[src/rtl/core/m4v4t_pkg.sv]
// Shared constants and types for the 4x4 matrix by 4-vector transform.
// No dependencies; compiled first.
package m4v4t_pkg;

  localparam int DATA_WIDTH     = 16;
  localparam int COEF_FRAC_BITS = 12;
  localparam int COEF_WIDTH     = 16;
  localparam int NUM_ROWS       = 4;
  localparam int ROW_WIDTH      = NUM_ROWS * COEF_WIDTH;
  localparam int ROW_IDX_W      = $clog2(NUM_ROWS);
  localparam int CFG_IDX_W      = 8;
  localparam int PROD_W         = DATA_WIDTH + COEF_WIDTH;
  localparam int SUM_W          = PROD_W + ROW_IDX_W;

  localparam logic [COEF_WIDTH-1:0] COEF_ONE = COEF_WIDTH'(1) << COEF_FRAC_BITS;
  localparam logic [DATA_WIDTH-1:0] DATA_MAX = {1'b0, {(DATA_WIDTH-1){1'b1}}};
  localparam logic [DATA_WIDTH-1:0] DATA_MIN = {1'b1, {(DATA_WIDTH-1){1'b0}}};

  typedef logic [NUM_ROWS-1:0][ROW_WIDTH-1:0]  m4v4t_mat_t;
  typedef logic [NUM_ROWS-1:0][COEF_WIDTH-1:0] m4v4t_col_t;
  typedef logic [NUM_ROWS-1:0][DATA_WIDTH-1:0] m4v4t_vec_t;

  typedef struct packed {
    logic en_mul;
    logic en_sum;
  } m4v4t_lane_ctl_t;

  typedef struct packed {
    logic [DATA_WIDTH-1:0] value;
    logic                  clip;
  } m4v4t_lane_res_t;

  typedef m4v4t_lane_res_t [NUM_ROWS-1:0] m4v4t_lane_bus_t;

endpackage

[src/rtl/core/m4v4t_lane.sv]
// One output column: four registered products, then sum, floor shift, clip.
// Depends on m4v4t_pkg.
module m4v4t_lane import m4v4t_pkg::*; (
  input  logic            clk,
  input  m4v4t_lane_ctl_t ctl,
  input  m4v4t_vec_t      vec,
  input  m4v4t_col_t      col,
  output m4v4t_lane_res_t res
);

  localparam int HI_W = SUM_W - COEF_FRAC_BITS - DATA_WIDTH + 1;

  logic signed [PROD_W-1:0] prod_r [NUM_ROWS];
  logic signed [SUM_W-1:0]  sum;
  logic [HI_W-1:0]          hi;
  logic                     in_range;
  m4v4t_lane_res_t          res_nxt;
  m4v4t_lane_res_t          res_r;

  always_ff @(posedge clk) begin
    if (ctl.en_mul) begin
      for (int i = 0; i < NUM_ROWS; i++) begin
        prod_r[i] <= $signed(vec[i]) * $signed(col[i]);
      end
    end
  end

  always_comb begin
    sum = '0;
    for (int i = 0; i < NUM_ROWS; i++) begin
      sum = sum + SUM_W'(prod_r[i]);
    end
    hi       = sum[SUM_W-1 -: HI_W];
    in_range = (&hi) | ~(|hi);
    if (in_range) begin
      res_nxt.value = sum[COEF_FRAC_BITS +: DATA_WIDTH];
    end else if (sum[SUM_W-1]) begin
      res_nxt.value = DATA_MIN;
    end else begin
      res_nxt.value = DATA_MAX;
    end
    res_nxt.clip = ~in_range;
  end

  always_ff @(posedge clk) begin
    if (ctl.en_sum) begin
      res_r <= res_nxt;
    end
  end

  assign res = res_r;

endmodule

[config.mk]
export PLATFORM = sky130hd
export DESIGN_NAME = m4v4t_lane
export DESIGN_NICKNAME = d
export VERILOG_FILES = /design/src/rtl/core/m4v4t_pkg.sv /design/src/rtl/core/m4v4t_lane.sv
export SDC_FILE = /design/constraint.sdc
export NUM_CORES = 2
export LEC_CHECK = 0
export BUFFER_PORTS_ARGS = -buffer_cell sky130_fd_sc_hd__buf_4
export CAP_MARGIN = 15
export CORE_MARGIN = 2
export CORE_UTILIZATION = 50
export CTS_CLUSTER_SIZE = 8
export DETAILED_ROUTE_END_ITERATION = 12
export MAX_ROUTING_LAYER = met4
export PLACE_DENSITY = 0.66
export SKIP_LAST_GASP = 1
export SYNTH_ARGS = -nofsm -noshare
export SYNTH_HDL_FRONTEND = slang
export SYNTH_SLANG_ARGS = --single-unit
[constraint.sdc]
create_clock -name clk -period 8.5 [get_ports clk]
set_clock_uncertainty 0.15 [all_clocks]
set_input_delay 0.425 -clock clk [delete_from_list [all_inputs] [get_ports clk]]
set_output_delay 0.425 -clock clk [all_outputs]
set_load 0.02 [all_outputs]
==> results.cfg <==
[grt]
overflow = 0
track_usage = 0.245
grt_max_degree = 77
grt_first_pass_wirelength_um = 176000
antenna_found_initial = 4
grt_pass1_vias = 33600

[synthesis]
yosysWarnings = 0
syn_nets = 6230
yosysSeqAreaShare = 0.0951
synth-simple-area-share = 0.134
ys.flop_type = edfxtp_1
synth_compound_area_frac = 0.0485
muxShareOfSynthArea = 0.000437
syn_area_um2 = 45800
synth.distinct_cells = 65
yosysTopAreaCell = fa_1
post-synth-top-area-fraction = 0.486
avgSynthCellArea_um2 = 9.89
synth-seq-cells = 145
synth-edff-count = 145
synth_top_family_by_area = adder cells
synthXorXnorAreaFrac = 0.0308
synth_fa_ha_area_frac = 0.584
async_flop_share = 0
synthCells = 4628
synth_area_leaders = fa_1, ha_1, edfxtp_1

[cts]
root_buffer = clkbuf_16
cts_resized = 0
cts_tree = built
postCtsSetupBuffers = 0
htree_levels = 4
cts_hold_buf = 0
cts_buffers = 17
clock-sinks = 145
cts.path.max_buffers = 2
clk_latency_ps = 440
clk_pin_slew_ps = 60

[run_status]
status = complete, no violations

[placed_design]
post-place-ws_ps = 1100
dp_hpwl_um = 87800
gp_congestion = 0.902
io_buffers = 147

[critical_path]
critPathMaxStageDelay_ps = 750
endpoint_kind = flip-flop
worstPathCellList = buf_4 -> nand2_1 -> inv_1 -> fa_1 -> fa_1 -> fa_1 -> fa_1 -> fa_1 -> inv_1 -> fa_1 -> inv_1 -> ha_1 -> and3_1 -> a221o_1 -> a21o_1 -> a21oi_1 -> o21ai_0 -> a2111oi_0 -> nor3_1 -> or3_1 -> a21oi_1 -> xnor2_1
path_class = in -> reg
crit_path_max_fanout = 16
start_kind = primary input
cp_common_cell = fa_1
cp.required_ps = 8520
arrival_ps = 6920
crit_slowest_cell = fa_1

[sta]
setup_slack_ps = 1600
timing.final.crit_share = 0.811
hold_viol_final = 0
fin_tns_setup_ps = 0
maxSlewHeadroom = 0.250
slew_violations = 0
setup_viol = 0
fmax_ghz = 0.145
worst_slew_pin_slew_ps = 1130
rsz0062_at_grt = no
layout_min_cycle_time_ps = 6900

[layout]
multiInputGateArea_um2 = 36600
final_common_cell = inv_1
drive_above_1_share = 0.0442
seqCellArea_um2 = 4350
layout.cells.most_common_list = inv_1, fa_1, nand2_1
fillers = 8078
finish.net_count = 6267
post-route-util = 0.536
synthToLayoutAreaGrowth_pct = 5.89

[floorplan]
core_um2 = 90400
fp.dieH_um = 307
io_pins = 148
die-area_um2 = 94000
rows = 110
start_util = 0.506
die_w_um = 307

[routing]
drtIter0Drc = 1756
ant_nets = 0
drcViolationCount = 0
finalWirelength_um = 104000
wire_per_inst_um = 17.8
vias_per_cell = 5.20
first_pass_iters = 6
vias = 30400

[flow_run]
cap_viol_max_count = 0

[worst_hold_path]
hold_class = in -> reg
==> path summary, 6_finish.rpt <==
| check | startpoint | to | slack (ps) | cells past startpoint |
|---|---|---|---|---|
| max | col[33] | prod_r[2][31]$_DFFE_PP_ | 1600 | 22 |
| min reg2reg | prod_r[1][18]$_DFFE_PP_ | res[7]$_DFFE_PP_ | 920 | 4 |
| min | ctl[0] | res[3]$_DFFE_PP_ | 250 | 1 |
| max reg2reg | prod_r[0][12]$_DFFE_PP_ | res[4]$_DFFE_PP_ | 2450 | 13 |
==> layout make-up <==
type                       count  share of cell area
multi-input combinational   3192               0.754
sequential                   145              0.0898
inverter                    1160              0.0898
tap                         1176              0.0304
timing repair buffer         149              0.0231
clock buffer                  18             0.00885
clock inverter                14             0.00361
antenna                        2            0.000103
==> critical path, delay by kind of cell <==
kind | cells | cell delay [ps]
fa+ha+maj | 7 | 3560
compound gates | 6 | 1640
simple gates | 4 | 850
buf+inv | 4 | 370
xor+xnor | 1 | 80
==> sequential cells by signal, summed over array words and instances (netlist names) <==
name    flops
prod_r    128
res        17
==> metal layers <==
metal | wire length (µm) | up-vias | part of all wire | global-route usage
li1 | - | 13800 | - | -
met1 | 43800 | 15900 | 0.42 | 0.321
met2 | 53000 | 682 | 0.51 | 0.414
met3 | 5050 | 137 | 0.048 | 0.0262
met4 | 2370 | 0 | 0.023 | 0.0569
met5 | 0 | - | 0 | -
==> synthesized netlist by cell type, types with 15 or more instances <==
master and instances:
a21o_1 72, a21oi_1 102, and2_1 502, and3_1 15
clkbuf_1 128, edfxtp_1 145, fa_1 1112, ha_1 359
inv_1 1160, nand2_1 505, nand2b_1 28, nand3_1 26
nor2_1 97, o21ai_0 43, o21bai_1 22, xnor2_1 122
xor2_1 39
==> per-stage QoR <==
step / area (µm²) / cells / hold WS, ps
global route: 48500 / 5856 / 241
CTS: 48500 / 5854 / 228
floorplan: 45800 / 4628 / 387
finish: 48500 / 5856 / 248
detailed placement: 47900 / 5822 / 690
global placement: 47900 / 5822 / 688
==> kinds of logic after synthesis <==
family | Yosys count
adder cells (fa/ha/maj) | 1471
flip-flops | 145
multiplexers | 2
AO/OA/AOI/OAI | 331
buffers and inverters | 1291
AND/OR/NAND/NOR | 1227
XOR/XNOR | 161
Power is left out: the tool's default activity adds up to more than one toggle a clock period on the data nets, which glitch-free logic cannot reach.
