<file path="config.mk">
export PLATFORM = sky130hd
export DESIGN_NAME = m4v4t_cfg_regs_flat
export DESIGN_NICKNAME = d
export VERILOG_FILES = /design/src/rtl/core/m4v4t_pkg.sv /design/src/rtl/core/m4v4t_ifs.sv /design/src/rtl/core/m4v4t_cfg_regs.sv /design/src/flat_wrapper.sv
export SDC_FILE = /design/constraint.sdc
export NUM_CORES = 1
export LEC_CHECK = 0
export ABC_AREA = 1
export BUFFER_PORTS_ARGS = -buffer_cell sky130_fd_sc_hd__buf_2
export CAP_MARGIN = 25
export CORE_MARGIN = 2
export CORE_UTILIZATION = 55
export DETAILED_ROUTE_END_ITERATION = 7
export GPL_TIMING_DRIVEN = 0
export HOLD_SLACK_MARGIN = 0.06
export MAX_ROUTING_LAYER = met4
export PLACE_DENSITY = 0.85
export REMOVE_ABC_BUFFERS = 1
export SLEW_MARGIN = 25
export SYNTH_ARGS = -nofsm -noshare
export SYNTH_HDL_FRONTEND = slang
export SYNTH_SLANG_ARGS = --single-unit
</file>
<file path="constraint.sdc">
create_clock -name clk -period 2.58 [get_ports clk]
set_input_delay 0 -clock clk [delete_from_list [all_inputs] [get_ports clk]]
set_output_delay 0 -clock clk [all_outputs]
set_load 0.005 [all_outputs]
</file>
<file path="src/rtl/core/m4v4t_pkg.sv">
// Shared constants and types for the 4x4 matrix by 4-vector transform.
// No dependencies; compiled first.
package m4v4t_pkg;

  localparam int DATA_WIDTH     = 16;
  localparam int COEF_FRAC_BITS = 12;
  localparam int COEF_WIDTH     = 16;
  localparam int NUM_ROWS       = 4;
  localparam int ROW_WIDTH      = NUM_ROWS * COEF_WIDTH;
  localparam int ROW_IDX_W      = $clog2(NUM_ROWS);
  localparam int CFG_IDX_W      = 8;
  localparam int PROD_W         = DATA_WIDTH + COEF_WIDTH;
  localparam int SUM_W          = PROD_W + ROW_IDX_W;

  localparam logic [COEF_WIDTH-1:0] COEF_ONE = COEF_WIDTH'(1) << COEF_FRAC_BITS;
  localparam logic [DATA_WIDTH-1:0] DATA_MAX = {1'b0, {(DATA_WIDTH-1){1'b1}}};
  localparam logic [DATA_WIDTH-1:0] DATA_MIN = {1'b1, {(DATA_WIDTH-1){1'b0}}};

  typedef logic [NUM_ROWS-1:0][ROW_WIDTH-1:0]  m4v4t_mat_t;
  typedef logic [NUM_ROWS-1:0][COEF_WIDTH-1:0] m4v4t_col_t;
  typedef logic [NUM_ROWS-1:0][DATA_WIDTH-1:0] m4v4t_vec_t;

  typedef struct packed {
    logic en_mul;
    logic en_sum;
  } m4v4t_lane_ctl_t;

  typedef struct packed {
    logic [DATA_WIDTH-1:0] value;
    logic                  clip;
  } m4v4t_lane_res_t;

  typedef m4v4t_lane_res_t [NUM_ROWS-1:0] m4v4t_lane_bus_t;

endpackage

</file>
<file path="src/rtl/core/m4v4t_ifs.sv">


interface m4v4t_cfg_if import m4v4t_pkg::*; ();
  logic                 valid;
  logic                 ready;
  logic [CFG_IDX_W-1:0] index;
  logic [ROW_WIDTH-1:0] data;
  modport source (output valid, index, data, input ready);
  modport sink (input valid, index, data, output ready);
endinterface

</file>
<file path="src/rtl/core/m4v4t_cfg_regs.sv">
// Matrix row registers, reset to identity; writes beyond the last row dropped.
// Depends on m4v4t_pkg and m4v4t_cfg_if.
module m4v4t_cfg_regs import m4v4t_pkg::*; (
  input  logic        clk,
  input  logic        rst_n,
  m4v4t_cfg_if.sink   cfg_wr,
  output m4v4t_mat_t  mat
);

  m4v4t_mat_t rows_r;

  assign cfg_wr.ready = 1'b1;
  assign mat          = rows_r;

  always_ff @(posedge clk) begin
    if (!rst_n) begin
      for (int r = 0; r < NUM_ROWS; r++) begin
        rows_r[r] <= ROW_WIDTH'(COEF_ONE) << (r * COEF_WIDTH);
      end
    end else if (cfg_wr.valid && (cfg_wr.index < CFG_IDX_W'(NUM_ROWS))) begin
      rows_r[cfg_wr.index[ROW_IDX_W-1:0]] <= cfg_wr.data;
    end
  end

endmodule

</file>
<file path="src/flat_wrapper.sv">
// flat-port wrapper written by rule: the top's interface ports become plain ports
module m4v4t_cfg_regs_flat import m4v4t_pkg::*;
  (clk, rst_n, mat, cfg_wr_valid, cfg_wr_index, cfg_wr_data, cfg_wr_ready);
  m4v4t_cfg_if cfg_wr_i ();
  input  logic clk;
  input  logic rst_n;
  output m4v4t_mat_t mat;
  input wire logic [$bits(cfg_wr_i.valid)-1:0] cfg_wr_valid;
  input wire logic [$bits(cfg_wr_i.index)-1:0] cfg_wr_index;
  input wire logic [$bits(cfg_wr_i.data)-1:0] cfg_wr_data;
  output wire logic [$bits(cfg_wr_i.ready)-1:0] cfg_wr_ready;
  assign cfg_wr_i.valid = cfg_wr_valid;
  assign cfg_wr_i.index = cfg_wr_index;
  assign cfg_wr_i.data = cfg_wr_data;
  assign cfg_wr_ready = cfg_wr_i.ready;
  m4v4t_cfg_regs u_core (.clk(clk), .rst_n(rst_n), .cfg_wr(cfg_wr_i), .mat(mat));
endmodule
</file>
==> results.sh, run 1 <==
export IMPL_min_period_over_period=0.919
export IMPL_final_hold_violation_count=0
export IMPL_vias_per_cell=5.38
export IMPL_grt_setup_unrepaired="no"
export IMPL_die_x_um=143
export IMPL_maxSlewHeadroom=0.592
export IMPL_crit_required_ns=3.00
export IMPL_min_delay_path_depth=8
export IMPL_report_final_setup_viol=0
export IMPL_finClkSkew_ns=0
export IMPL_finish_utilization=0.751
export IMPL_clock_sink_total=256
export IMPL_yosys_cell_types_count=14
export IMPL_fill_cells=1384
export IMPL_cts_root_buffer_cell="clkbuf_16"
export IMPL_synth_ff_latch_count=256
export IMPL_mappedNetlistArea_sq_um=10700
export IMPL_design_portCount=332
export IMPL_post_route_drc_count=0
export IMPL_vdd_ir_drop_max_v=0.000523
export IMPL_outcome="finished, final reports clean"
export IMPL_route_detailed_wl_per_inst_um=15.3
export IMPL_initial_core_util=0.565
export IMPL_synthesis_instances=1499
export IMPL_synth_area_per_cell_sq_um=7.13
export IMPL_wirelength_um=32000
export IMPL_cts_reportedPaths_clkPinSlew_ns=0.06
export IMPL_final_area_sq_um=14200
export IMPL_crit_path_cell_trace="dlygate4sd3_1 -> buf_2 -> nor2_1 -> nand2_1 -> nor2_4 -> buf_16 -> buf_16 -> buf_16 -> buf_16 -> buf_12 -> nand3_1 -> nand2_1 -> dlygate4sd3_1 -> nor2_1"
export IMPL_min_delay_start="cfg_wr_index[7]"
export IMPL_std_cell_rows=50
export IMPL_drt_initial_drc_count=794
export IMPL_routed_top_layer="met4"
export IMPL_grt_max_degree=118
export IMPL_power_leakage_nw=6.75
export IMPL_worst_setup_slack_final_ns=0.209
export IMPL_reg2reg_depth=2
export IMPL_cts_tree="yes"
export IMPL_worstReg2RegEnd="u_core.mat[203]"
export IMPL_global_route_usage_total=0.302
export IMPL_h_tree_depth_reported_by_cts=1
export IMPL_rrSetupSlack_ns=1.86
export IMPL_cp_max_fo=41
export IMPL_io_buffer_count=330
export IMPL_dp_final_hpwl_um=19100
export IMPL_seq_area_frac_synth=0.480
export IMPL_gp_congestion=0.830
export IMPL_fmax_mhz=422
export IMPL_numnets_final=1894
export IMPL_dp_worst_setup_slack_ns=0.487
export IMPL_ant_nets=0
export IMPL_flip_flop_count_of_the_largest_register_all_copies_and_words_added=256
export IMPL_setup_worst_path_start_class="input port"
export IMPL_dr_wl_met2_um=15300
export IMPL_postPlaceCellArea_sq_um=12700
export IMPL_hold_crit_path_type="in2reg"
export IMPL_syn_to_final_growth_pct=32.9
export IMPL_number_of_antenna_violations_at_the_first_check_in_global_routing=0
export IMPL_path_class="in2reg"
export IMPL_multi_input_area_sq_um=4560
export IMPL_drt_pass1_iterations=6
export IMPL_cpMostUsedCell="buf_16"
export IMPL_clkLatencyLatePin_ns=0.52
export IMPL_maxSlewViolCount=0
export IMPL_worst_slew_pin_transition_ns=0.611
export IMPL_share_of_final_layout_standard_cells_stronger_than_drive_strength_1=0.219
export IMPL_power_per_cell_area_nw_per_um2=566
export IMPL_power_total_mw=8.03
export IMPL_grt_overflow_total=0
export IMPL_total_core_area_sq_um=18900
export IMPL_grt_pass1_vias=10200
export IMPL_crit_reg2reg_launch="u_core.mat[203]"
export IMPL_dr_wl_met3_um=2790
export IMPL_die_area_sq_um=20600
export IMPL_cts_buffers=26
export IMPL_synth_top_cell_area_share=0.480
export IMPL_worst_path_max_delay_cell="dlygate4sd3_1"
export IMPL_worst_path_largest_cell_delay_ns=0.55
export IMPL_crit_path_arrival_time_ns=2.79
export IMPL_most_common_layout_cells="buf_2 (329), nand2_1 (263), nand3_1 (260)"
export IMPL_leading_cell_type_in_the_layout_fill_and_taps_excluded="buf_2"
export IMPL_crit_path_end_kind="flop"
export IMPL_sequential_standard_cell_area_sq_um=5120
export IMPL_fp_dieH_um=143
export IMPL_count_of_warnings_emitted_by_yosys=0
export IMPL_met1_length_um=12500
export IMPL_grt_first_pass_wirelength_um=49800
export IMPL_vias=11300
export IMPL_cap_violations=0
export IMPL_hold_path_endpoint="u_core.mat[163]"
export IMPL_timing_final_crit_period_ns=2.37
export IMPL_synth_area_leaders="dfxtp_1 (48%), nand3_1 (12%), a21oi_1 (12%)"
export IMPL_antenna_cells=0
export IMPL_clock_tree_buffer_depth=3
export IMPL_synth_largest_area_cell="dfxtp_1"
export IMPL_hold_slack_ns=0.155
==> worst max path at each step <==
stage                    start         endpoint  slack [ns]  depth (start not counted)
4_1_cts        cfg_wr_index[6]  u_core.mat[209]        0.11                         15
3_5_place_dp   cfg_wr_index[3]  u_core.mat[206]        0.49                         13
3_3_place_gp   cfg_wr_index[3]  u_core.mat[174]       -5.80                          7
5_1_grt        cfg_wr_index[6]  u_core.mat[209]        0.05                         14
2_1_floorplan  cfg_wr_index[3]    u_core.mat[0]       -3.30                          6
6_report       cfg_wr_index[6]  u_core.mat[209]        0.21                         14
==> critical path: cells and delay by family <==
family | cells | cell delay, ns
simple gates | 6 | 0.54
buf+inv | 8 | 2.21
==> logic make-up (layout without fill, tap and decap cells) <==
logic type,count (synthesis),count (layout),share of synthesized area
AND/OR/NAND/NOR,782,782,0.306
flip-flops,256,256,0.480
AO/OA/AOI/OAI,252,252,0.118
buffers and inverters,208,539,0.0960
other,1,1,0.000351
==> synth_stat cells <==
| cell type | number |
|---|---|
| nand2_1 | 263 |
| nand3_1 | 260 |
| nor2_1 | 258 |
| dfxtp_1 | 256 |
| a21oi_1 | 252 |
| inv_1 | 67 |
| buf_4 | 51 |
| clkbuf_1 | 48 |
| buf_2 | 34 |
| buf_1 | 6 |
| buf_6 | 1 |
| clkbuf_4 | 1 |
| conb_1 | 1 |
| nor2_4 | 1 |
==> what timing repair did <==
action,4_1_cts,5_1_grt
hold buffers,70,0
resized for setup,0,1
endpoints found under the hold margin,256,0
setup endpoints to repair,0,1
setup buffers,0,0
==> through the flow <==
stage / setup TNS [ns] / cells
detailed placement: 0 / 1981
finish: 0 / 2090
global placement: -1341.19 / 1948
CTS: 0 / 2090
floorplan: -844.37 / 1358
global route: 0 / 2090
==> metal layers <==
metal | up-vias | track usage
met2 | 543 | 0.502
li1 | 5503 | -
met5 | - | -
met4 | 0 | 0.138
met1 | 5094 | 0.355
met3 | 114 | 0.0576
==> area by class of cell <==
| type | instances | share of cell area |
|---|---|---|
| tap | 260 | 0.0229 |
| multi-input combinational | 1035 | 0.321 |
| inverter | 67 | 0.0181 |
| sequential | 256 | 0.361 |
| clock inverter | 3 | 0.00106 |
| clock buffer | 36 | 0.0514 |
| timing repair buffer | 433 | 0.225 |
==> where the power goes <==
part	total [mW]	switching (mW)	internal, mW
clock	3.41	1.47	1.94
sequential	3.97	0.00463	3.96
combinational	0.651	0.392	0.258
total	8.03	1.87	6.16
(Power assumes the default switching activity.)
==> run 2, diff against run 1 <==
Settings changed: CORE_ASPECT_RATIO set to 2, SLEW_MARGIN 25 to 15.
==> results.sh, run 2 (synthesized netlist as in run 1, its figures left out) <==
export IMPL_outcome="finished, final reports clean"
export IMPL_vias=11400
export IMPL_crit_path_arrival_time_ns=2.53
export IMPL_fp_dieH_um=201
export IMPL_die_area_sq_um=20600
export IMPL_sequential_standard_cell_area_sq_um=5120
export IMPL_setup_worst_path_start_class="input port"
export IMPL_die_x_um=103
export IMPL_cts_root_buffer_cell="clkbuf_16"
export IMPL_power_leakage_nw=6.66
export IMPL_dp_final_hpwl_um=20600
export IMPL_leading_cell_type_in_the_layout_fill_and_taps_excluded="buf_2"
export IMPL_maxSlewHeadroom=0.466
export IMPL_path_buf_inv=6
export IMPL_hold_slack_ns=0.0919
export IMPL_route_detailed_wl_per_inst_um=16.1
export IMPL_numnets_final=1882
export IMPL_cts_reportedPaths_clkPinSlew_ns=0.07
export IMPL_global_route_usage_total=0.322
export IMPL_cts_hold_buffers=68
export IMPL_post_layout_nonfiller_instances=2082
export IMPL_hold_crit_path_type="in2reg"
export IMPL_clock_sink_total=256
export IMPL_crit_path_end_kind="flop"
export IMPL_p_clk_frac=0.424
export IMPL_report_final_setup_viol=0
export IMPL_ctsResizeCount=0
export IMPL_final_area_sq_um=14000
export IMPL_io_buffer_count=330
export IMPL_wirelength_um=33600
export IMPL_dpl_cell_count=1974
export IMPL_worst_setup_slack_final_ns=0.458
export IMPL_post_route_drc_count=0
export IMPL_final_hold_violation_count=0
export IMPL_power_frac_seq=0.497
export IMPL_drt_pass1_iterations=6
export IMPL_design_portCount=332
export IMPL_antenna_cells=0
export IMPL_crit_path_cell_trace="buf_2 -> nor2_1 -> nand2_1 -> nor2_4 -> buf_12 -> buf_12 -> buf_16 -> buf_16 -> nand3_1 -> nand2_1 -> dlygate4sd3_1 -> nor2_1"
export IMPL_initial_core_util=0.557
export IMPL_grt_first_pass_wirelength_um=52700
export IMPL_critical_path_top_delay_family="buffers and inverters"
export IMPL_timing_final_crit_period_ns=2.12
export IMPL_grt_overflow_total=0
export IMPL_setup_bufs_post_cts=0
export IMPL_gp_congestion=0.887
export IMPL_postPlaceCellArea_sq_um=12600
export IMPL_power_total_mw=7.97
export IMPL_syn_to_final_growth_pct=31.0
export IMPL_power_per_cell_area_nw_per_um2=569
export IMPL_fill_cells=1393
export IMPL_grt_max_degree=141
export IMPL_crit_required_ns=2.98
export IMPL_std_cell_rows=72
export IMPL_h_tree_depth_reported_by_cts=1
export IMPL_flip_flop_count_of_the_largest_register_all_copies_and_words_added=256
export IMPL_min_period_over_period=0.823
export IMPL_clkLatencyLatePin_ns=0.50
export IMPL_combPwrFrac=0.079
export IMPL_total_switching_power_mw=1.83
export IMPL_share_of_final_layout_standard_cells_stronger_than_drive_strength_1=0.216
export IMPL_vdd_ir_drop_max_v=0.000649
export IMPL_dp_worst_setup_slack_ns=0.248
export IMPL_cts_buffers=22
export IMPL_rrSetupSlack_ns=1.48
export IMPL_worst_path_largest_cell_delay_ns=0.55
export IMPL_multi_input_area_sq_um=4560
export IMPL_most_common_layout_cells="buf_2 (329), nand2_1 (263), nand3_1 (260)"
export IMPL_worst_path_max_delay_cell="dlygate4sd3_1"
export IMPL_cap_violations=0
export IMPL_worst_slew_pin_transition_ns=0.799
export IMPL_setup_tns_ns=0
export IMPL_cp_max_fo=39
export IMPL_number_of_antenna_violations_at_the_first_check_in_global_routing=0
export IMPL_cell_internal_pwr_mw=6.14
export IMPL_clock_tree_buffer_depth=3
export IMPL_ant_nets=0
export IMPL_sw_frac_of_total=0.230
export IMPL_cts_tree="yes"
export IMPL_total_core_area_sq_um=19200
export IMPL_drt_initial_drc_count=693
export IMPL_grt_pass1_vias=10600
export IMPL_path_class="in2reg"
export IMPL_grt_setup_unrepaired="no"
export IMPL_maxSlewViolCount=0
export IMPL_vias_per_cell=5.50
export IMPL_finClkSkew_ns=0
export IMPL_finish_utilization=0.730
export IMPL_fmax_mhz=471
run 2: cell count changes in the layout (fill, tap and decap cells not counted), moves of 2 or more:
cell	before	now
buf_16	22	16
clkbuf_16	28	23
clkbuf_8	2	7
buf_12	9	11
clkinv_2	3	1
dlygate4sd3_1	70	68
run 2: routing by layer:
metal | vias to the layer above | GRT usage | part of all wire
li1 | 5477 | - | -
met1 | 5245 | 0.356 | 0.36
met2 | 578 | 0.528 | 0.50
met3 | 143 | 0.0465 | 0.067
met4 | 0 | 0.203 | 0.072
met5 | - | - | 0
run 2: power by group through the flow:
stage | clock [mW] | combinational (mW) | sequential (mW)
finish | 3.38 | 0.629 | 3.96
global route | 3.55 | 0.683 | 3.96
CTS | 3.41 | 0.610 | 3.96
detailed placement | 0 | 0.524 | 4.05
global placement | 0 | 0.495 | 4.05
floorplan | 0 | 0.249 | 4.05
run 2: path summary, 6_finish.rpt:
| path | startpoint | end | depth (start not counted) |
|---|---|---|---|
| worst max-delay path | cfg_wr_index[5] | u_core.mat[8] | 12 |
| worst min-delay path | cfg_wr_index[1] | u_core.mat[114] | 4 |
| worst max register to register | u_core.mat[12] | u_core.mat[12] | 3 |
| worst min register to register | u_core.mat[92] | u_core.mat[92] | 2 |
run 2: cell type report:
type,instances,share of cell area
Sequential cell,256,0.366
Timing Repair Buffer,425,0.214
Tap cell,259,0.0231
Clock buffer,38,0.0501
Inverter,67,0.0183
Clock inverter,2,0.00250
Multi-Input combinational cell,1035,0.325
run 2: worst reg2reg max path, delay by kind of cell, from the launching register on:
family | cells | cell delay [ns]
buffers and inverters | 1 | 0.57
DFF | 1 | 0.31
and+or+nand+nor | 2 | 0.11
