==> src/rtl/core/m4v4t_pkg.sv <==
// Shared constants and types for the 4x4 matrix by 4-vector transform.
// No dependencies; compiled first.
package m4v4t_pkg;

  localparam int DATA_WIDTH     = 16;
  localparam int COEF_FRAC_BITS = 12;
  localparam int COEF_WIDTH     = 16;
  localparam int NUM_ROWS       = 4;
  localparam int ROW_WIDTH      = NUM_ROWS * COEF_WIDTH;
  localparam int ROW_IDX_W      = $clog2(NUM_ROWS);
  localparam int CFG_IDX_W      = 8;
  localparam int PROD_W         = DATA_WIDTH + COEF_WIDTH;
  localparam int SUM_W          = PROD_W + ROW_IDX_W;

  localparam logic [COEF_WIDTH-1:0] COEF_ONE = COEF_WIDTH'(1) << COEF_FRAC_BITS;
  localparam logic [DATA_WIDTH-1:0] DATA_MAX = {1'b0, {(DATA_WIDTH-1){1'b1}}};
  localparam logic [DATA_WIDTH-1:0] DATA_MIN = {1'b1, {(DATA_WIDTH-1){1'b0}}};

  typedef logic [NUM_ROWS-1:0][ROW_WIDTH-1:0]  m4v4t_mat_t;
  typedef logic [NUM_ROWS-1:0][COEF_WIDTH-1:0] m4v4t_col_t;
  typedef logic [NUM_ROWS-1:0][DATA_WIDTH-1:0] m4v4t_vec_t;

  typedef struct packed {
    logic en_mul;
    logic en_sum;
  } m4v4t_lane_ctl_t;

  typedef struct packed {
    logic [DATA_WIDTH-1:0] value;
    logic                  clip;
  } m4v4t_lane_res_t;

  typedef m4v4t_lane_res_t [NUM_ROWS-1:0] m4v4t_lane_bus_t;

endpackage

==> src/rtl/core/m4v4t_ifs.sv <==


interface m4v4t_res_if import m4v4t_pkg::*; ();
  logic                         valid;
  logic                         ready;
  logic signed [DATA_WIDTH-1:0] out_x;
  logic signed [DATA_WIDTH-1:0] out_y;
  logic signed [DATA_WIDTH-1:0] out_z;
  logic signed [DATA_WIDTH-1:0] out_w;
  logic                         saturated;
  modport source (output valid, out_x, out_y, out_z, out_w, saturated, input ready);
  modport sink (input valid, out_x, out_y, out_z, out_w, saturated, output ready);
endinterface


==> src/rtl/core/m4v4t_merge.sv <==
// Output register: gathers the four lane results and ORs their clip flags.
// Depends on m4v4t_pkg and m4v4t_res_if.
module m4v4t_merge import m4v4t_pkg::*; (
  input  logic            clk,
  input  logic            rst_n,
  input  logic            lanes_valid,
  input  m4v4t_lane_bus_t lanes,
  output logic            take,
  m4v4t_res_if.source     out_res
);

  logic                  out_v_r;
  logic [DATA_WIDTH-1:0] x_r, y_r, z_r, w_r;
  logic                  sat_r;
  logic                  sat_nxt;

  assign take = ~out_v_r | out_res.ready;

  always_comb begin
    sat_nxt = 1'b0;
    for (int j = 0; j < NUM_ROWS; j++) begin
      sat_nxt = sat_nxt | lanes[j].clip;
    end
  end

  always_ff @(posedge clk) begin
    if (!rst_n) begin
      out_v_r <= 1'b0;
    end else if (take) begin
      out_v_r <= lanes_valid;
    end
  end

  always_ff @(posedge clk) begin
    if (take && lanes_valid) begin
      x_r   <= lanes[0].value;
      y_r   <= lanes[1].value;
      z_r   <= lanes[2].value;
      w_r   <= lanes[3].value;
      sat_r <= sat_nxt;
    end
  end

  assign out_res.valid     = out_v_r;
  assign out_res.out_x     = $signed(x_r);
  assign out_res.out_y     = $signed(y_r);
  assign out_res.out_z     = $signed(z_r);
  assign out_res.out_w     = $signed(w_r);
  assign out_res.saturated = sat_r;

endmodule
==> src/flat_wrapper.sv <==
// flat-port wrapper written by rule: the top's interface ports become plain ports
module m4v4t_merge_flat import m4v4t_pkg::*;
  (clk, rst_n, lanes_valid, lanes, take, out_res_valid, out_res_out_x, out_res_out_y, out_res_out_z, out_res_out_w, out_res_saturated, out_res_ready);
  m4v4t_res_if out_res_i ();
  input  logic clk;
  input  logic rst_n;
  input  logic lanes_valid;
  input  m4v4t_lane_bus_t lanes;
  output logic take;
  output wire logic [$bits(out_res_i.valid)-1:0] out_res_valid;
  output wire logic [$bits(out_res_i.out_x)-1:0] out_res_out_x;
  output wire logic [$bits(out_res_i.out_y)-1:0] out_res_out_y;
  output wire logic [$bits(out_res_i.out_z)-1:0] out_res_out_z;
  output wire logic [$bits(out_res_i.out_w)-1:0] out_res_out_w;
  output wire logic [$bits(out_res_i.saturated)-1:0] out_res_saturated;
  input wire logic [$bits(out_res_i.ready)-1:0] out_res_ready;
  assign out_res_valid = out_res_i.valid;
  assign out_res_out_x = out_res_i.out_x;
  assign out_res_out_y = out_res_i.out_y;
  assign out_res_out_z = out_res_i.out_z;
  assign out_res_out_w = out_res_i.out_w;
  assign out_res_saturated = out_res_i.saturated;
  assign out_res_i.ready = out_res_ready;
  m4v4t_merge u_core (.clk(clk), .rst_n(rst_n), .lanes_valid(lanes_valid), .lanes(lanes), .take(take), .out_res(out_res_i));
endmodule
==> config.mk <==
export PLATFORM = sky130hd
export DESIGN_NAME = m4v4t_merge_flat
export DESIGN_NICKNAME = d
export VERILOG_FILES = /design/src/rtl/core/m4v4t_pkg.sv /design/src/rtl/core/m4v4t_ifs.sv /design/src/rtl/core/m4v4t_merge.sv /design/src/flat_wrapper.sv
export SDC_FILE = /design/constraint.sdc
export NUM_CORES = 1
export LEC_CHECK = 0
export ABC_AREA = 0
export BUFFER_PORTS_ARGS = -buffer_cell sky130_fd_sc_hd__buf_2
export CORE_MARGIN = 2
export CORE_UTILIZATION = 40
export DETAILED_ROUTE_END_ITERATION = 12
export GPL_TIMING_DRIVEN = 0
export HOLD_SLACK_MARGIN = 0.08
export PLACE_DENSITY = 0.83
export SLEW_MARGIN = 5
export SYNTH_ARGS = -nofsm -noshare
export SYNTH_HDL_FRONTEND = slang
export SYNTH_SLANG_ARGS = --single-unit
==> constraint.sdc <==
create_clock -name clk -period 2.6 [get_ports clk]
set_clock_uncertainty 0.1 [all_clocks]
set_input_delay 0 -clock clk [delete_from_list [all_inputs] [get_ports clk]]
set_output_delay 0 -clock clk [all_outputs]
set_load 0.005 [all_outputs]
==> reports/summary.json, run 1 <==
{
  "pwr": {
    "post-layout-total-power_w": 0.00233,
    "p_per_area_nw_per_um2": 636,
    "vdd_ir_drop_max_mv": 0.431,
    "total_leakage_power_nw": 1.57
  },
  "drt": {
    "drt_first_iter_violations": 71,
    "detailroute.via_count": 1629,
    "ant_nets": 0,
    "wl_mm": 6.34,
    "drt-vias-per-instance": 4.53,
    "drc": 0,
    "drt_pass1_iterations": 4,
    "avgRoutedWirePerCell_um": 17.6
  },
  "yosys": {
    "synth.avg_cell_area_um2": 28.2,
    "synth_cell_type_count": 7,
    "yosys-top-cells-area": "sky130_fd_sc_hd__edfxtp_1, sky130_fd_sc_hd__dfxtp_1, sky130_fd_sc_hd__a21boi_0",
    "synthesis.yosys.warnings": 0,
    "synthesis.area_um2": 2000,
    "synth-seq-area-share_pct": 98.4,
    "synth_fp_nets": 143,
    "synthesized_netlist_cell_count": 71,
    "yosysTopAreaCellShare_pct": 97.4,
    "netlist.top_cell.by_area": "sky130_fd_sc_hd__edfxtp_1",
    "synth.ff_latch_count": 66
  },
  "critical_path": {
    "critPathMaxStageDelay_ps": 670,
    "slowest_library_cell_on_the_worst_path": "sky130_fd_sc_hd__and2_2",
    "cp-start-kind": "flip-flop",
    "cp_num_buf_inv": 1,
    "cp_data_required_time_ps": 2520,
    "r2r_slack_ps": 770,
    "worst_path_arrival_ps": 1750,
    "worst-r2r-cell-count": 3,
    "critPathKind": "flip-flop to flip-flop",
    "timing.rr.start": "u_core.out_res.valid",
    "worstPathCellList": "nand2b_1 -> and2_2 -> buf_12",
    "worst_r2r_endpoint": "u_core.out_res.out_y[0]",
    "worst-path-max-fanout": 34,
    "cp-end-kind": "flip-flop",
    "worst_path_dominant_cell_family": "simple AND/OR/NAND/NOR gates"
  },
  "min_path": {
    "worst_hold_path.endpoint": "take",
    "hold_path_startpoint": "out_res_ready",
    "min-delay-path-class": "input port to output pin",
    "min_path_cells": 3
  },
  "place": {
    "place.gp.congestion": 0.675,
    "place_ws_ps": 828,
    "port_buffers": 138
  },
  "sta": {
    "worst_slew_pin_slew_ps": 764,
    "max_clock_freq_mhz": 548,
    "setup_violations": 0,
    "fin_crit_ps": 1830,
    "slew_violations": 0,
    "hold_violations": 0,
    "timing.slew.headroom_pct": 49.1,
    "rsz_0062_raised_after_global_routing": "false",
    "post-route-period-util_pct": 70.2,
    "final_critical_path_setup_slack_ps": 774,
    "hold_slack_ps": 268
  },
  "layout": {
    "area_growth_pct": 82.8,
    "finish.net_count": 361,
    "fill_cells": 256,
    "antenna-diode-count": 0,
    "drive_gt1_share_pct": 52.6,
    "finish.utilization_pct": 76.5
  },
  "global_route": {
    "initial_antenna_violation_count": 0,
    "first_global_vias": 1758,
    "global_route.usage.total_pct": 23.5,
    "grt_pass1_wl_mm": 9.00,
    "grt_overflow_total": 0,
    "largest_net_degree_at_the_start_of_global_routing": 35
  },
  "clocking": {
    "max_clock_buf_depth": 2,
    "cts_tree": "done",
    "cts-hold-fix-buffers": 68,
    "clk_latency_ps": 330,
    "clock_tree.htree_level_count": 3,
    "clock_slew_seen_by_the_registers_of_the_worst_setup_and_hold_paths_ps": 70,
    "ctsResizeCount": 0,
    "cts.sinks": 66,
    "cts_setup_buffers": 0,
    "cts_root_buffer": "sky130_fd_sc_hd__clkbuf_8",
    "cts_inserted_buffers": 9
  },
  "status": {
    "status": "completed"
  },
  "floorplanning": {
    "initial_utilization_pct": 41.9,
    "ioPinCount": 139,
    "die_width_um": 74.8,
    "floorplan.core_area_um2": 4790,
    "core.rowCount": 25,
    "fp.dieArea_um2": 5590,
    "chipHeight_um": 74.8
  },
  "run": {
    "max-cap-violations": 0
  }
}
-- cell families (layout without fill, tap and decap cells) --
kind of cell | after synthesis | after routing | share of synthesized area (%)
compound gates | 1 | 1 | 0.375
simple gates | 3 | 3 | 1.00
flops | 66 | 66 | 98.4
buf+inv | 1 | 223 | 0.187
-- placed cells by master, fill, tap and decap left out, drive strengths merged --
| cell type | count |
|---|---|
| a21boi | 1 |
| and2 | 1 |
| buf | 139 |
| bufinv | 1 |
| clkbuf | 9 |
| clkinv | 3 |
| clkinvlp | 2 |
| dfxtp | 1 |
| dlygate4sd3 | 68 |
| edfxtp | 65 |
| inv | 1 |
| nand2b | 1 |
| or4 | 1 |
-- cell type report --
type	count	area, µm²	share of cell area (%)
clock buffer	9	124	3.38
clock inverter	6	58.8	1.61
inverter	1	3.75	0.102
multi-input combinational	4	28.8	0.786
sequential	66	1970	53.8
tap	67	83.8	2.29
timing repair buffer	207	1390	38.0
-- tightest hold or removal path, delay by kind of cell --
kind	cells	cell delay, ps
simple gates	1	140
buf+inv	2	230
-- state kept, by name, summed over array words and instances, names as in the netlist --
register / flops
u_core.out_res.saturated: 1
u_core.out_res.out_w: 16
u_core.out_res.out_y: 16
u_core.out_res.out_x: 16
u_core.out_res.out_z: 16
u_core.out_res.valid: 1
-- power breakdown --
part / total [W] / internal, W / switching, W
Combinational: 0.000242 / 0.000146 / 0.0000957
Sequential: 0.00126 / 0.00124 / 0.0000181
Clock: 0.000828 / 0.000431 / 0.000397
Total: 0.00233 / 0.00182 / 0.000511
-- per-stage QoR --
| stage | instances | setup TNS, ps | area [µm²] |
|---|---|---|---|
| floorplan | 71 | 0 | 2000 |
| global placement | 276 | -18550 | 2780 |
| detailed placement | 277 | 0 | 2800 |
| CTS | 360 | 0 | 3660 |
| global route | 360 | 0 | 3660 |
| finish | 360 | 0 | 3660 |
-- metal layers --
metal,up-vias,part of all wire [%],global-route usage (%)
li1,721,-,-
met2,126,52,40.2
met4,0,1.7,9.72
met1,772,36,25.8
met5,-,0,0
met3,10,9.9,10.2
-- synth_stat cells --
master / number
sky130_fd_sc_hd__edfxtp_1: 65
sky130_fd_sc_hd__nand2b_1: 1
sky130_fd_sc_hd__a21boi_0: 1
sky130_fd_sc_hd__or4_1: 1
sky130_fd_sc_hd__inv_1: 1
sky130_fd_sc_hd__dfxtp_1: 1
sky130_fd_sc_hd__and2_1: 1
-- worst max path at each step --
| stage | end | start | cells past startpoint |
|---|---|---|---|
| floorplan | u_core.out_res.out_w[0] | u_core.out_res.valid | 2 |
| global placement | u_core.out_res.out_y[5] | u_core.out_res.valid | 2 |
| detailed placement | u_core.out_res.out_y[5] | u_core.out_res.valid | 3 |
| CTS | u_core.out_res.out_y[0] | u_core.out_res.valid | 3 |
| global route | u_core.out_res.out_z[14] | u_core.out_res.valid | 3 |
| finish | u_core.out_res.out_y[0] | u_core.out_res.valid | 3 |
No activity file was read; power rests on OpenSTA's default activity.
==> inputs of run 2 (changes only) <==
Clock period 2.6 ns to 1.8 ns, I/O delays scaled along.
==> run 2 against run 1 <==
Compared with the run above: worst setup slack worse by 710 ps; clock-buffer cell count is 4 higher; wire length is 11% lower; sequential power is 44% higher; first-iteration DRC count is 37% higher; combinational power is 38% higher; flip-flop and latch count stayed put; critical endpoint is now u_core.out_res.saturated; utilization hardly changed.
==> reports/summary.json, run 2 (synthesis results as in run 1) <==
{
  "drt": {
    "ant_nets": {"value": 0, "change": "unchanged"},
    "drt_pass1_iterations": {"value": 5, "change": "+1"},
    "avgRoutedWirePerCell": {"value": 15.7, "unit": "µm", "change": "-11%"},
    "drt_first_iter_violations": {"value": 97, "change": "+37%"},
    "drt-vias-per-instance": {"value": 4.29, "change": "-5.3%"},
    "wl": {"value": 5.66, "unit": "mm", "change": "-11%"},
    "drc": {"value": 0, "change": "unchanged"},
    "detailroute.via_count": {"value": 1543, "change": "-5.3%"}
  },
  "global_route": {
    "grt_pass1_wl": {"value": 7.95, "unit": "mm", "change": "-12%"},
    "largest_net_degree_at_the_start_of_global_routing": {"value": 66, "change": "+89%"},
    "initial_antenna_violation_count": {"value": 0, "change": "unchanged"},
    "first_global_vias": {"value": 1621, "change": "-7.8%"},
    "grt_overflow_total": {"value": 0, "change": "unchanged"},
    "global_route.usage.total": {"value": 21.0, "unit": "%", "change": "-2.5 points"}
  },
  "sta": {
    "setup_violations": {"value": 0, "change": "unchanged"},
    "hold_slack": {"value": 221, "unit": "ps", "change": "-47.0 ps"},
    "timing.slew.headroom": {"value": 45.6, "unit": "%", "change": "-3.5 points"},
    "hold_violations": {"value": 0, "change": "unchanged"},
    "fin_crit_ps": 1730,
    "rsz_0062_raised_after_global_routing": "false",
    "slew_violations": {"value": 0, "change": "unchanged"},
    "final_critical_path_setup_slack": {"value": 68.2, "unit": "ps", "change": "-706 ps"},
    "max_clock_freq_mhz": 577,
    "worst_slew_pin_slew": {"value": 816, "unit": "ps", "change": "+52.2 ps"},
    "post-route-period-util_pct": 96.2
  },
  "min_path": {
    "min-delay-path-class": "input port to output pin",
    "min_path_cells": {"value": 3, "change": "unchanged"},
    "worst_hold_path.endpoint": "take",
    "hold_path_startpoint": "out_res_ready"
  },
  "floorplanning": {
    "chipHeight": {"value": 74.8, "unit": "µm", "change": "unchanged"},
    "ioPinCount": {"value": 139, "change": "unchanged"},
    "core.rowCount": {"value": 25, "change": "unchanged"},
    "initial_utilization": {"value": 41.9, "unit": "%", "change": "unchanged"},
    "die_width": {"value": 74.8, "unit": "µm", "change": "unchanged"},
    "floorplan.core_area": {"value": 4790, "unit": "µm²", "change": "unchanged"},
    "fp.dieArea": {"value": 5590, "unit": "µm²", "change": "unchanged"}
  },
  "clocking": {
    "clock_slew_seen_by_the_registers_of_the_worst_setup_and_hold_paths": {"value": 60, "unit": "ps", "change": "about the same"},
    "cts_setup_buffers": {"value": 0, "change": "unchanged"},
    "clk_latency": {"value": 320, "unit": "ps", "change": "about the same"},
    "cts_tree": "done",
    "cts_inserted_buffers": {"value": 9, "change": "unchanged"},
    "cts_root_buffer": "sky130_fd_sc_hd__clkbuf_8",
    "cts.sinks": {"value": 66, "change": "unchanged"},
    "max_clock_buf_depth": {"value": 2, "change": "unchanged"},
    "clock_tree.htree_level_count": {"value": 3, "change": "unchanged"}
  },
  "pwr": {
    "vdd_ir_drop_max": {"value": 0.891, "unit": "mV", "change": "+110%"},
    "post-layout-total-power": {"value": 0.00345, "unit": "W", "change": "+48%"},
    "p_per_area": {"value": 941, "unit": "nW/µm²", "change": "+48%"},
    "total_leakage_power": {"value": 1.57, "unit": "nW", "change": "+0.20%"}
  },
  "critical_path": {
    "worst-path-max-fanout": {"value": 1, "change": "-97%"},
    "cp-start-kind": "input port",
    "critPathKind": "input port to flip-flop",
    "cp-end-kind": "flip-flop",
    "cp_data_required_time": {"value": 1770, "unit": "ps", "change": "-750 ps"},
    "worst_r2r_endpoint": "u_core.out_res.out_x[1]",
    "r2r_slack": {"value": 180, "unit": "ps", "change": "-590 ps"},
    "timing.rr.start": "u_core.out_res.valid",
    "worst_path_arrival": {"value": 1700, "unit": "ps", "change": "-50 ps"},
    "worst-r2r-cell-count": {"value": 2, "change": "-1"}
  },
  "layout": {
    "final_cell_mix": "sky130_fd_sc_hd__buf_2, sky130_fd_sc_hd__dlygate4sd3_1, sky130_fd_sc_hd__edfxtp_1, sky130_fd_sc_hd__clkbuf_8, sky130_fd_sc_hd__clkbuf_1",
    "finish.net_count": {"value": 360, "change": "-0.28%"},
    "drive_gt1_share": {"value": 51.2, "unit": "%", "change": "-1.4 points"},
    "area_growth": {"value": 82.9, "unit": "%", "change": "about the same"},
    "layout.cells.most_common": "sky130_fd_sc_hd__buf_2",
    "antenna-diode-count": {"value": 0, "change": "unchanged"},
    "fill_cells": {"value": 277, "change": "+8.2%"}
  },
  "run": {
    "max-cap-violations": {"value": 0, "change": "unchanged"}
  },
  "place": {
    "port_buffers": {"value": 138, "change": "unchanged"},
    "place.gp.congestion": {"value": 0.723, "change": "+7.1%"},
    "place_ws": {"value": -246, "unit": "ps", "change": "-1070 ps"},
    "place.detailed.hpwl_mm": 3.02
  },
  "status": {
    "status": "completed"
  }
}
-- run 2: layout make-up --
cell class	instances	area (µm²)	area share, %
Tap cell	67	83.8	2.29
Inverter	1	3.75	0.102
Timing Repair Buffer	206	1370	37.4
Clock buffer	13	139	3.79
Sequential cell	66	1970	53.8
Multi-Input combinational cell	4	30.0	0.820
Clock inverter	3	63.8	1.74
-- run 2: worst max path at each step --
stage	startpoint	endpoint	slack, ps
detailed placement	u_core.out_res.valid	u_core.out_res.out_y[9]	-250
floorplan	u_core.out_res.valid	u_core.out_res.out_w[0]	10
global route	lanes[17]	u_core.out_res.saturated	60
global placement	u_core.out_res.valid	u_core.out_res.out_x[10]	-200
finish	lanes[17]	u_core.out_res.saturated	70
CTS	lanes[17]	u_core.out_res.saturated	100
-- run 2: repair_timing --
action / 4_1_cts / 5_1_grt
endpoints found under the hold margin: 66 / 0
hold buffers: 68 / 0
gates resized for setup: 1 / 0
endpoints found under the setup margin: 65 / 0
-- run 2: routing by layer --
layer,share of wire [%],wire [µm],up-vias,global-route usage (%)
li1,-,-,717,-
met1,37,2120,720,22.3
met2,52,2940,99,36.1
met3,9.1,517,7,8.43
met4,1.6,88,0,10.9
met5,0,0,-,0
-- run 2: stage by stage --
| stage | instances | area (µm²) | utilization, % | TNS, ps |
|---|---|---|---|---|
| final | 360 | 3660 | 76.5 | 0 |
| after floorplan | 71 | 2000 | - | 0 |
| after detailed placement | 276 | 2780 | 58.1 | -15830 |
| after global routing | 360 | 3660 | 76.5 | 0 |
| after global placement | 276 | 2780 | 58.1 | -12650 |
| after CTS | 360 | 3660 | 76.5 | 0 |
-- run 2: power by group --
part	switching [W]	internal [W]
Clock	0.000514	0.000779
Combinational	0.000129	0.000206
Sequential	0.0000232	0.00180
Total	0.000666	0.00278
-- run 2: critical path, cell delays in order --
cell,delay (ps)
sky130_fd_sc_hd__dlygate4sd3_1,550
sky130_fd_sc_hd__buf_2,120
sky130_fd_sc_hd__or4_1,460
sky130_fd_sc_hd__dlygate4sd3_1,570
